$ cat config.mk
export PLATFORM = sky130hd
export DESIGN_NAME = char_lcd_nibble_command_sequencer
export DESIGN_NICKNAME = d
export VERILOG_FILES = /design/src/clcd_pkg.sv /design/src/char_lcd_nibble_command_sequencer.sv /design/src/clcd_front.sv /design/src/clcd_queue.sv /design/src/clcd_back.sv
export SDC_FILE = /design/constraint.sdc
export NUM_CORES = 1
export LEC_CHECK = 0
export BUFFER_PORTS_ARGS = -buffer_cell sky130_fd_sc_hd__buf_2
export CAP_MARGIN = 20
export CORE_MARGIN = 5
export CORE_UTILIZATION = 49
export CTS_CLUSTER_SIZE = 14
export DETAILED_ROUTE_END_ITERATION = 10
export PLACE_DENSITY = 0.74
export SYNTH_ARGS = -nofsm -noshare
export SYNTH_HDL_FRONTEND = slang
export SYNTH_SLANG_ARGS = --single-unit
$ cat constraint.sdc
create_clock -name clk -period 7.9 [get_ports clk]
set_clock_uncertainty 0.05 [all_clocks]
set_input_delay 1.58 -clock clk [delete_from_list [all_inputs] [get_ports clk]]
set_output_delay 1.58 -clock clk [all_outputs]
set_load 0.02 [all_outputs]
$ cat src/clcd_pkg.sv
`default_nettype none

package clcd_pkg;

    typedef struct packed {
        logic [3:0]  operation;
        logic [6:0]  column;
        logic [3:0]  row;
        logic [7:0]  char_code;
        logic [3:0]  glyph_slot;
        logic [63:0] glyph_rows;
    } in_item_t;

    typedef struct packed {
        logic        register_select;
        logic [3:0]  nibble;
        logic [15:0] wait_before_us;
        logic [10:0] wait_after_us;
        logic        last;
    } out_item_t;

    typedef struct packed {
        logic [1:0]  kind;
        logic        rs;
        logic        long_wait;
        logic [7:0]  byte0;
        logic [7:0]  fn_byte;
        logic [63:0] rows;
    } job_t;

    localparam logic [3:0] OP_INIT         = 4'd0;
    localparam logic [3:0] OP_CLEAR        = 4'd1;
    localparam logic [3:0] OP_HOME         = 4'd2;
    localparam logic [3:0] OP_DISPLAY_ON   = 4'd3;
    localparam logic [3:0] OP_DISPLAY_OFF  = 4'd4;
    localparam logic [3:0] OP_CURSOR_ON    = 4'd5;
    localparam logic [3:0] OP_CURSOR_OFF   = 4'd6;
    localparam logic [3:0] OP_BLINK_ON     = 4'd7;
    localparam logic [3:0] OP_BLINK_OFF    = 4'd8;
    localparam logic [3:0] OP_SCROLL_LEFT  = 4'd9;
    localparam logic [3:0] OP_SCROLL_RIGHT = 4'd10;
    localparam logic [3:0] OP_SET_CURSOR   = 4'd11;
    localparam logic [3:0] OP_WRITE_CHAR   = 4'd12;
    localparam logic [3:0] OP_DEFINE_GLYPH = 4'd13;

    localparam logic [1:0] JOB_SINGLE = 2'd0;
    localparam logic [1:0] JOB_INIT   = 2'd1;
    localparam logic [1:0] JOB_GLYPH  = 2'd2;

    localparam logic [1:0] CFG_COLUMN_COUNT = 2'd0;
    localparam logic [1:0] CFG_ROW_COUNT    = 2'd1;
    localparam logic [1:0] CFG_TALL_FONT    = 2'd2;

    localparam logic [7:0] CMD_WAKE         = 8'h03;
    localparam logic [7:0] CMD_FOUR_BIT     = 8'h02;
    localparam logic [7:0] CMD_CLEAR        = 8'h01;
    localparam logic [7:0] CMD_HOME         = 8'h02;
    localparam logic [7:0] CMD_DISPLAY_INIT = 8'h0C;
    localparam logic [7:0] CMD_ENTRY_MODE   = 8'h06;
    localparam logic [7:0] CMD_SCROLL_LEFT  = 8'h18;
    localparam logic [7:0] CMD_SCROLL_RIGHT = 8'h1C;
    localparam logic [7:0] CMD_FUNCTION_SET = 8'h20;
    localparam logic [7:0] FN_TWO_LINE      = 8'h08;
    localparam logic [7:0] FN_TALL_FONT     = 8'h04;

    localparam logic [15:0] WAIT_WAKE_FIRST  = 16'd50000;
    localparam logic [15:0] WAIT_WAKE_SECOND = 16'd5000;
    localparam logic [15:0] WAIT_WAKE_THIRD  = 16'd150;
    localparam logic [10:0] WAIT_FOUR_BIT    = 11'd1000;
    localparam logic [10:0] WAIT_LONG_CMD    = 11'd2000;

endpackage

`default_nettype wire

$ cat src/char_lcd_nibble_command_sequencer.sv
// The first nibble of an operation passes the queue slot, the current-job register and the output register.
// Throughput: one nibble per cycle while the output is not stalled; an operation gives
// 2 nibbles, 16 for init and 18 for define glyph, counted by the nibble step counter.
// Operations queue up front, so the next one follows its predecessor with no gap.
// Reset: column_count 16, row_count 2, tall_font 0, all display flags off, queue empty.
`default_nettype none

module char_lcd_nibble_command_sequencer
    import clcd_pkg::*;
#(
    parameter int ROW_CAPACITY = 4,
    parameter int QUEUE_DEPTH  = 2
)
(
    input  wire logic       clk,
    input  wire logic       rst_n,
    input  wire logic       in_valid,
    output logic            in_stall,
    input  wire in_item_t   in_data,
    output logic            out_valid,
    input  wire logic       out_stall,
    output out_item_t       out_data,
    input  wire logic       cfg_wen,
    input  wire logic [1:0] cfg_index,
    input  wire logic [5:0] cfg_data
);

    logic [5:0] column_count_reg;
    logic [2:0] row_count_reg;
    logic       tall_font_reg;
    logic       q_push;
    logic       q_pop;
    logic       q_full;
    logic       q_empty;
    job_t       push_job;
    job_t       pop_job;

    always_ff @(posedge clk or negedge rst_n)
    begin
        if (!rst_n)
        begin
            column_count_reg <= 6'd16;
            row_count_reg    <= 3'd2;
            tall_font_reg    <= 1'b0;
        end
        else if (cfg_wen)
        begin
            case (cfg_index)
                CFG_COLUMN_COUNT: column_count_reg <= cfg_data;
                CFG_ROW_COUNT:    row_count_reg    <= cfg_data[2:0];
                CFG_TALL_FONT:    tall_font_reg    <= cfg_data[0];
                default:          ;
            endcase
        end
    end

    assign in_stall = q_full;

    clcd_front #(
        .ROW_CAPACITY(ROW_CAPACITY)
    ) u_front (
        .clk          (clk),
        .rst_n        (rst_n),
        .in_valid     (in_valid),
        .in_data      (in_data),
        .column_count (column_count_reg),
        .row_count    (row_count_reg),
        .tall_font    (tall_font_reg),
        .queue_full   (q_full),
        .push         (q_push),
        .push_job     (push_job)
    );

    clcd_queue #(
        .DEPTH(QUEUE_DEPTH)
    ) u_queue (
        .clk      (clk),
        .rst_n    (rst_n),
        .push     (q_push),
        .push_job (push_job),
        .full     (q_full),
        .pop      (q_pop),
        .pop_job  (pop_job),
        .empty    (q_empty)
    );

    clcd_back u_back (
        .clk       (clk),
        .rst_n     (rst_n),
        .q_empty   (q_empty),
        .q_job     (pop_job),
        .pop       (q_pop),
        .out_valid (out_valid),
        .out_stall (out_stall),
        .out_data  (out_data)
    );

    a_no_overflow: assert property (@(posedge clk) disable iff (!rst_n)
        !(q_push && q_full && !q_pop))
        else $error("Operation queue written while full.");

    a_no_underflow: assert property (@(posedge clk) disable iff (!rst_n)
        !(q_pop && q_empty))
        else $error("Operation queue read while empty.");

    a_data_no_wait: assert property (@(posedge clk) disable iff (!rst_n)
        (out_valid && out_data.register_select) |->
            (out_data.wait_before_us == 16'd0 && out_data.wait_after_us == 11'd0))
        else $error("Data nibble carries an extra wait.");

    a_wait_not_last: assert property (@(posedge clk) disable iff (!rst_n)
        (out_valid && out_data.wait_before_us != 16'd0) |-> !out_data.last)
        else $error("Wait-before nibble marked as the last of its operation.");

endmodule

`default_nettype wire

$ cat src/clcd_front.sv
`default_nettype none

module clcd_front
    import clcd_pkg::*;
#(
    parameter int ROW_CAPACITY = 4
)
(
    input  wire logic      clk,
    input  wire logic      rst_n,
    input  wire logic      in_valid,
    input  wire in_item_t  in_data,
    input  wire logic [5:0] column_count,
    input  wire logic [2:0] row_count,
    input  wire logic      tall_font,
    input  wire logic      queue_full,
    output logic           push,
    output job_t           push_job
);

    localparam logic [3:0] ROW_LIMIT = 4'(ROW_CAPACITY - 1);

    logic       accept;
    logic [2:0] flags_reg;
    logic [2:0] flags_next;
    logic [2:0] flag_bit;
    logic [2:0] flags_upd;
    logic [3:0] row_a;
    logic [3:0] row_b;
    logic [6:0] row_off;
    logic [6:0] addr_sum;
    logic [2:0] slot_c;
    logic       valid_op;

    assign accept = in_valid && !queue_full;

    always_comb
    begin
        if (in_data.operation inside {OP_DISPLAY_ON, OP_DISPLAY_OFF})
            flag_bit = 3'b100;
        else if (in_data.operation inside {OP_CURSOR_ON, OP_CURSOR_OFF})
            flag_bit = 3'b010;
        else
            flag_bit = 3'b001;
        flags_upd = in_data.operation[0] ? (flags_reg | flag_bit) : (flags_reg & ~flag_bit);
    end

    always_comb
    begin
        row_a = (in_data.row > ROW_LIMIT) ? ROW_LIMIT : in_data.row;
        if (row_count == 3'd0)
            row_b = 4'd0;
        else if (row_a >= {1'b0, row_count})
            row_b = {1'b0, row_count} - 4'd1;
        else
            row_b = row_a;
        case (row_b[1:0])
            2'd0:    row_off = 7'h00;
            2'd1:    row_off = 7'h40;
            2'd2:    row_off = {1'b0, column_count};
            default: row_off = 7'h40 + {1'b0, column_count};
        endcase
        addr_sum = in_data.column + row_off;
        slot_c   = (in_data.glyph_slot > 4'd7) ? 3'd7 : in_data.glyph_slot[2:0];
    end

    always_comb
    begin
        valid_op           = 1'b1;
        flags_next         = flags_reg;
        push_job.kind      = JOB_SINGLE;
        push_job.rs        = 1'b0;
        push_job.long_wait = 1'b0;
        push_job.byte0     = CMD_CLEAR;
        push_job.fn_byte   = CMD_FUNCTION_SET;
        push_job.rows      = in_data.glyph_rows;
        if (row_count > 3'd1)
            push_job.fn_byte = push_job.fn_byte | FN_TWO_LINE;
        if (tall_font && row_count == 3'd1)
            push_job.fn_byte = push_job.fn_byte | FN_TALL_FONT;
        case (in_data.operation)
            OP_INIT:
            begin
                push_job.kind = JOB_INIT;
                flags_next    = 3'b100;
            end
            OP_CLEAR:
            begin
                push_job.byte0 = CMD_CLEAR;
            end
            OP_HOME:
            begin
                push_job.byte0     = CMD_HOME;
                push_job.long_wait = 1'b1;
            end
            OP_DISPLAY_ON, OP_DISPLAY_OFF, OP_CURSOR_ON, OP_CURSOR_OFF,
            OP_BLINK_ON, OP_BLINK_OFF:
            begin
                flags_next     = flags_upd;
                push_job.byte0 = {5'b00001, flags_upd};
            end
            OP_SCROLL_LEFT:
            begin
                push_job.byte0 = CMD_SCROLL_LEFT;
            end
            OP_SCROLL_RIGHT:
            begin
                push_job.byte0 = CMD_SCROLL_RIGHT;
            end
            OP_SET_CURSOR:
            begin
                push_job.byte0 = {1'b1, addr_sum};
            end
            OP_WRITE_CHAR:
            begin
                push_job.rs    = 1'b1;
                push_job.byte0 = in_data.char_code;
            end
            OP_DEFINE_GLYPH:
            begin
                push_job.kind  = JOB_GLYPH;
                push_job.byte0 = {2'b01, slot_c, 3'b000};
            end
            default:
            begin
                valid_op = 1'b0;
            end
        endcase
    end

    assign push = accept && valid_op;

    always_ff @(posedge clk or negedge rst_n)
    begin
        if (!rst_n)
            flags_reg <= 3'b000;
        else if (accept)
            flags_reg <= flags_next;
    end

endmodule

`default_nettype wire

$ cat src/clcd_queue.sv
`default_nettype none

module clcd_queue
    import clcd_pkg::*;
#(
    parameter int DEPTH = 2
)
(
    input  wire logic clk,
    input  wire logic rst_n,
    input  wire logic push,
    input  wire job_t push_job,
    output logic      full,
    input  wire logic pop,
    output job_t      pop_job,
    output logic      empty
);

    localparam int PTR_W = (DEPTH > 1) ? $clog2(DEPTH) : 1;
    localparam int CNT_W = $clog2(DEPTH + 1);
    localparam logic [PTR_W-1:0] LAST_PTR = PTR_W'(DEPTH - 1);

    job_t             slots [DEPTH];
    logic [PTR_W-1:0] wr_ptr_reg;
    logic [PTR_W-1:0] rd_ptr_reg;
    logic [CNT_W-1:0] count_reg;
    logic [CNT_W-1:0] count_next;

    assign full    = (count_reg == CNT_W'(DEPTH));
    assign empty   = (count_reg == '0);
    assign pop_job = slots[rd_ptr_reg];

    always_comb
    begin
        count_next = count_reg;
        if (push && !pop)
            count_next = count_reg + 1'b1;
        else if (pop && !push)
            count_next = count_reg - 1'b1;
    end

    always_ff @(posedge clk)
    begin
        if (push)
            slots[wr_ptr_reg] <= push_job;
    end

    always_ff @(posedge clk or negedge rst_n)
    begin
        if (!rst_n)
        begin
            wr_ptr_reg <= '0;
            rd_ptr_reg <= '0;
            count_reg  <= '0;
        end
        else
        begin
            count_reg <= count_next;
            if (push)
                wr_ptr_reg <= (wr_ptr_reg == LAST_PTR) ? '0 : wr_ptr_reg + 1'b1;
            if (pop)
                rd_ptr_reg <= (rd_ptr_reg == LAST_PTR) ? '0 : rd_ptr_reg + 1'b1;
        end
    end

endmodule

`default_nettype wire

$ cat src/clcd_back.sv
`default_nettype none

module clcd_back
    import clcd_pkg::*;
(
    input  wire logic clk,
    input  wire logic rst_n,
    input  wire logic q_empty,
    input  wire job_t q_job,
    output logic      pop,
    output logic      out_valid,
    input  wire logic out_stall,
    output out_item_t out_data
);

    logic      cur_valid_reg;
    job_t      cur_reg;
    logic [4:0] step_reg;
    logic      advance;
    logic      is_last;
    logic [7:0] cur_byte;
    logic [3:0] row_idx;
    out_item_t nib;
    logic      out_valid_reg;
    out_item_t out_reg;

    assign advance = cur_valid_reg && (!out_valid_reg || !out_stall);
    assign pop     = !q_empty && (!cur_valid_reg || (advance && is_last));
    assign row_idx = step_reg[4:1] - 4'd1;

    always_comb
    begin
        cur_byte           = cur_reg.byte0;
        nib.register_select = 1'b0;
        nib.wait_before_us = '0;
        nib.wait_after_us  = '0;
        is_last            = (step_reg == 5'd1);
        case (cur_reg.kind)
            JOB_INIT:
            begin
                is_last = (step_reg == 5'd15);
                case (step_reg[3:1])
                    3'd0, 3'd1, 3'd2: cur_byte = CMD_WAKE;
                    3'd3:             cur_byte = CMD_FOUR_BIT;
                    3'd4:             cur_byte = cur_reg.fn_byte;
                    3'd5:             cur_byte = CMD_DISPLAY_INIT;
                    3'd6:             cur_byte = CMD_CLEAR;
                    default:          cur_byte = CMD_ENTRY_MODE;
                endcase
                if (step_reg == 5'd0)
                    nib.wait_before_us = WAIT_WAKE_FIRST;
                else if (step_reg == 5'd2)
                    nib.wait_before_us = WAIT_WAKE_SECOND;
                else if (step_reg == 5'd4)
                    nib.wait_before_us = WAIT_WAKE_THIRD;
                if (step_reg == 5'd7)
                    nib.wait_after_us = WAIT_FOUR_BIT;
                else if (step_reg == 5'd13)
                    nib.wait_after_us = WAIT_LONG_CMD;
            end
            JOB_GLYPH:
            begin
                is_last = (step_reg == 5'd17);
                if (step_reg >= 5'd2)
                begin
                    nib.register_select = 1'b1;
                    cur_byte = cur_reg.rows[{row_idx[2:0], 3'b000} +: 8];
                end
            end
            default:
            begin
                nib.register_select = cur_reg.rs;
                if (step_reg[0] && cur_reg.long_wait)
                    nib.wait_after_us = WAIT_LONG_CMD;
            end
        endcase
        nib.nibble = step_reg[0] ? cur_byte[3:0] : cur_byte[7:4];
        nib.last   = is_last;
    end

    always_ff @(posedge clk or negedge rst_n)
    begin
        if (!rst_n)
        begin
            cur_valid_reg <= 1'b0;
            step_reg      <= '0;
            out_valid_reg <= 1'b0;
        end
        else
        begin
            if (pop)
            begin
                cur_valid_reg <= 1'b1;
                step_reg      <= '0;
            end
            else if (advance)
            begin
                if (is_last)
                    cur_valid_reg <= 1'b0;
                else
                    step_reg <= step_reg + 5'd1;
            end
            if (advance)
                out_valid_reg <= 1'b1;
            else if (!out_stall)
                out_valid_reg <= 1'b0;
        end
    end

    always_ff @(posedge clk)
    begin
        if (pop)
            cur_reg <= q_job;
        if (advance)
            out_reg <= nib;
    end

    assign out_valid = out_valid_reg;
    assign out_data  = out_reg;

endmodule

`default_nettype wire
Yosys cells after proc, flatten, opt, wreduce, memory -nomap -nowiden
Memories as Yosys holds them, arrays and structs flattened. A register that Yosys moved wholly into a read port is not among the register bits. Index checks and enable logic that the tools add are counted.

Register bits: 65. Memory bits (writable): 160. Bits of input ports: 104. Memories: 1.

$add $sub $neg: 9. Order comparisons: 5. Equality and inequality tests: 36. Shift operators: 1. Multiplexer cells: 44. Bitwise gates (word level): 4. Reductions and logical operators: 42.

Memory list: u_queue.slots (words 2, bits a word 80, read ports 1, clocked after Yosys merged registers in 1, write ports 1, line clcd_queue.sv:23) `job_t slots [DEPTH];`.

Operators with widths (number): indexed part select 64 x 7 -> 8 bit (1); one-hot mux 8 bit (7 select lines) (1); one-hot mux 8 bit (5 select lines) (1); two-way mux 11 bit (3); two-way mux 16 bit (2); == test 4 bit (second input constant) (6); one-hot mux 11 bit (2 select lines) (1); one-hot mux 7 bit (3 select lines) (1); == test 4 x 3 -> 1 bit (second input constant) (4); two-way mux 8 bit (2); one-hot mux 8 bit (2 select lines) (1); two-way mux 5 bit (3); OR reduction 14 bit (1); two-way mux 1 bit (13); two-way mux 3 bit (4); two-way mux 4 bit (3); AND reduction 2 bit (6); nonzero test 2 bit (6); == test 5 x 3 -> 1 bit (second input constant) (2); == test 5 x 4 -> 1 bit (second input constant) (2); two-way mux 2 bit (5); == test 3 bit (second input constant) (3); logical AND 1 bit (9); == test 2 bit (second input constant) (4); other kinds (38) (57).

Longest topological paths before layout
Word-level depth: 9. Depth in mapped cells: 15. Depth with buffers taken out: 15.

Modules after synthesis
From an unflattened synthesis, not the netlist that was laid out.

Cell total of the unflattened synthesis: 794. Area, all modules: 12723.5 um2.

By module, submodules not included: clcd_queue (instances 1, cells each 277, area an instance 6256.0 um2, seq. area each 5144.9 um2); clcd_back (instances 1, cells each 277, area an instance 4520.6 um2, seq. area each 3148.0 um2); clcd_front (instances 1, cells each 217, area an instance 1547.7 um2, seq. area each 75.1 um2); char_lcd_nibble_command_sequencer (instances 1, cells each 23, area an instance 399.1 um2, seq. area each 252.7 um2).

Least setup slack after synthesis
Ideal clock, no wire load.

Path type: input -> register. From: in in_data[89] (netlist bit). To: mem u_queue.slots[0][0] (netlist bit) (enable). Setup time: 524 ps. Arrival time: 5743 ps. Slack: 1582 ps. Stages: 4. Buffers on the path: 2. Path through: clkbuf_1 > clkbuf_1 > a31oi_1 > nor2b_1.

Longest elaborated chain between the ends: 6. Elaborated cells between the ends (all ways): 19. Classes of those cells: eq/ne (13); mux (3); reduce/logical (3).

Ends and longest elaborated chain: from (decl) (line char_lcd_nibble_command_sequencer.sv:19) `input wire in_item_t in_data,`; == test 4 x 1 -> 1 bit (tied with other cells) (line clcd_front.sv:81) `case (in_data.operation)`; OR reduction 14 bit (no line) *; two-way mux 1 bit * (line clcd_front.sv:81); logical AND 1 bit * (line clcd_front.sv:131) `assign push = accept && valid_op;`; named net q_push (line char_lcd_nibble_command_sequencer.sv:31) `logic q_push;`; two-way mux 1 bit * (line clcd_queue.sv:44) `if (push)`; two-way mux 1 bit (implied by the code) * (line clcd_queue.sv:45) `slots[wr_ptr_reg] <= push_job;`; to (decl) (line clcd_queue.sv:23).

Mark *: on every way through the listed nets, which the timed path passes. The rest lies on a longest branch.

==> summary.txt <==
Starting DRT DRC Count - 333
DR pass1 iterations - 4
Pre-CTS setup slack - 2.57 ns
Clk slew on worst S/H paths - 0.06 ns
Worst vdd ir - 215 µV
GPL Wtd Cong - 0.815
Core area - 23300 µm²
Setup Buffers After CTS - 0
Wire per inst - 17.5 µm
GRT Total Usage - 15.3%
Maximum clock path buffer count - 3
Final WS setup - 3.14 ns
Synthesized area - 11500 µm²
CTS Root Cell - clkbuf_16
Overflow after GRT - 0
Num rows - 56
Slew HR - 40.2%
WP data arrival - 4.98 ns
Port bufs - 130
Most frequent cells after synthesis - 249 x edfxtp_1, 93 x mux2_2, 31 x nand2_1, 25 x ha_1, 22 x dfrtp_1
Seq/Total Area, Yosys - 70.4%
Post-CTS sizing - 0
Antenna violations before repair - 0
Met1 Resource Use GR - 20.5%
Asr flop ratio synth - 8.79%
Critical Path Source - in_data[78]
Min-delay worst type - flip-flop to flip-flop
I/O pin count - 139
Synth Instances - 683
EDFF count, synth - 249
Yosys reg bits - 273
DR DRC count - 0
Vias in the first global route - 6060
Filler Cells Inserted - 1787
Multi-input gate area in the final layout - 3110 µm²
TritonCTS buffer count - 27
Vias/cell - 5.18
Post-DP HPWL - 13000 µm
Met2 Track Usage GR - 26.6%
Busiest grt layer - met2
RSZ-0062 raised after global routing - false
Setup TNS Final - 0 ns
Max-cap check violation count - 0
Worst-margin pin slew - 0.897 ns
Die Span Y - 163 µm
Avg Cell Area, Syn - 16.8 µm²
Final wirelength - 20200 µm
Worst-path fanout max - 7
Fraction of layout cells with a size suffix above 1 - 35.2%
TritonCTS clock tree - done
Num Clock Sinks - 273
Post-synth top area share - 65.1%
Critical Path Start Type - input port
Status - completed
R2r worst-path depth - 15
Leak - 4.88 nW
Yosys Warn Count - 0
Die area - 26600 µm²
HP Start - u_back.cur_valid_reg
Pwr Density - 338 nW/µm²
ANT cells - 0
Clk_lat worst skew - 0.53 ns
# hold bufs at CTS - 0
Post-synth top flop - edfxtp_1
Nets - 941
Crit path kind - input port to flip-flop
Slew Viols, Final - 0
DIE WIDTH - 163 µm
Post-synthesis cell type count - 65
Crit share post-route - 60.3%
Global-route wire length before repair - 32100 µm
Area grow syn2layout - 15.8%
Setup violators final - 0
Min-Delay Path Depth - 1
H-tree depth - 1
Post-DRT Antenna Nets - 0
Max FFs per register - 156
Initial Utilization - 49.4%
Main area contributors after synthesis - edfxtp_1 65%, mux2_2 9.1%, dfrtp_1 4.8%
GR Util met3 - 2.22%
Dominant cell type by area after synthesis - edfxtp_1
Via count - 5960
Final hold viol count - 0
Worst EP required - 8.12 ns
Final worst path period need - 4.76 ns
Reg-to-reg startpoint - row_count_reg[1]
Max frequency - 210 MHz
Worst Setup End Kind - flip-flop
Most common cell in the netlist - edfxtp_1
Sequential cell area - 8080 µm²
Pin count of the biggest net entering global routing - 80
-- worst paths after layout --
check,slack (ns),to
min in group asynchronous,1.01,u_queue.wr_ptr_reg
max in group asynchronous,6.32,u_queue.rd_ptr_reg
worst max register to register,4.08,u_queue.slots[0][69]
worst max-delay path,3.14,u_queue.slots[0][69]
worst min register to register,0.43,u_back.out_valid
worst min-delay path,0.43,u_back.out_valid
-- power by group --
part / total, mW / internal (mW) / leakage [nW] / switching [mW]
Combinational: 1.19 / 0.535 / 1.87 / 0.659
Clock: 1.27 / 0.758 / 0.434 / 0.513
Sequential: 2.04 / 1.92 / 2.57 / 0.117
-- placed cells by master (no fill, tap or decap), types with 6 or more instances in the layout --
cell and count:
edfxtp_1 249, buf_2 130, mux2_2 93, nand2_1 31, clkbuf_16 27, ha_1 25
nor2_1 21, dfrtp_1 21, inv_1 19, o21ai_0 16, a21oi_1 14, mux4_2 10
and2_1 9, clkinv_1 9, conb_1 9, xor2_1 7, o211ai_1 7, nand3_1 7
mux2i_1 6, or3_1 6, nor3_1 6, xnor2_1 6, mux4_1 6
-- cell type report --
type	count	share of cell area (%)
flip-flops and latches	273	60.8
repair buffers	136	5.53
clock buffers	31	5.19
multi-input cells	351	23.4
clock inverters	19	1.51
well taps	319	3.00
inverters	22	0.621
-- stage by stage --
step	total power [mW]	utilization, %	hold slack, ns	cell area (µm²)	cells
after CTS	4.54	56.9	0.430	13200	1149
final	4.50	57.2	0.427	13300	1151
after global routing	4.74	57.2	0.465	13300	1151
after floorplan	2.94	-	0.395	11500	691
after global placement	3.23	53.1	0.403	12400	1099
after detailed placement	3.26	53.1	0.418	12400	1099
-- critical path, cell delays in order --
cell      delay (ns)
buf_2           0.11
or3_1           0.39
ha_1            0.29
nand2_1         0.04
o21ai_0         0.33
nor2_1          0.09
a211oi_1        0.50
and2_1          0.21
ha_1            0.16
inv_1           0.05
fa_1            0.47
nor2_1          0.04
mux2_2          0.27
nand2_1         0.06
o21ai_0         0.07
a221o_1         0.32
-- routing by layer --
layer,share of wire [%],vias to the layer above
met5,0,-
met4,2.3,0
met3,4.4,39
met2,50,150
met1,43,2892
li1,-,2879
-- cell families (layout without fill, tap and decap cells) --
family,after synthesis,count (layout),synth area share [%]
other,1,9,0.0327
buffers and inverters,67,208,3.01
and+or+nand+nor,112,112,5.10
xor gates and xnor gates,13,13,0.991
adders and majority gates,26,26,2.90
AOI/OAI and AO/OA,76,76,4.64
muxes,115,115,13.0
DFF,273,273,70.4
No activity file was read; power rests on OpenSTA's default activity.
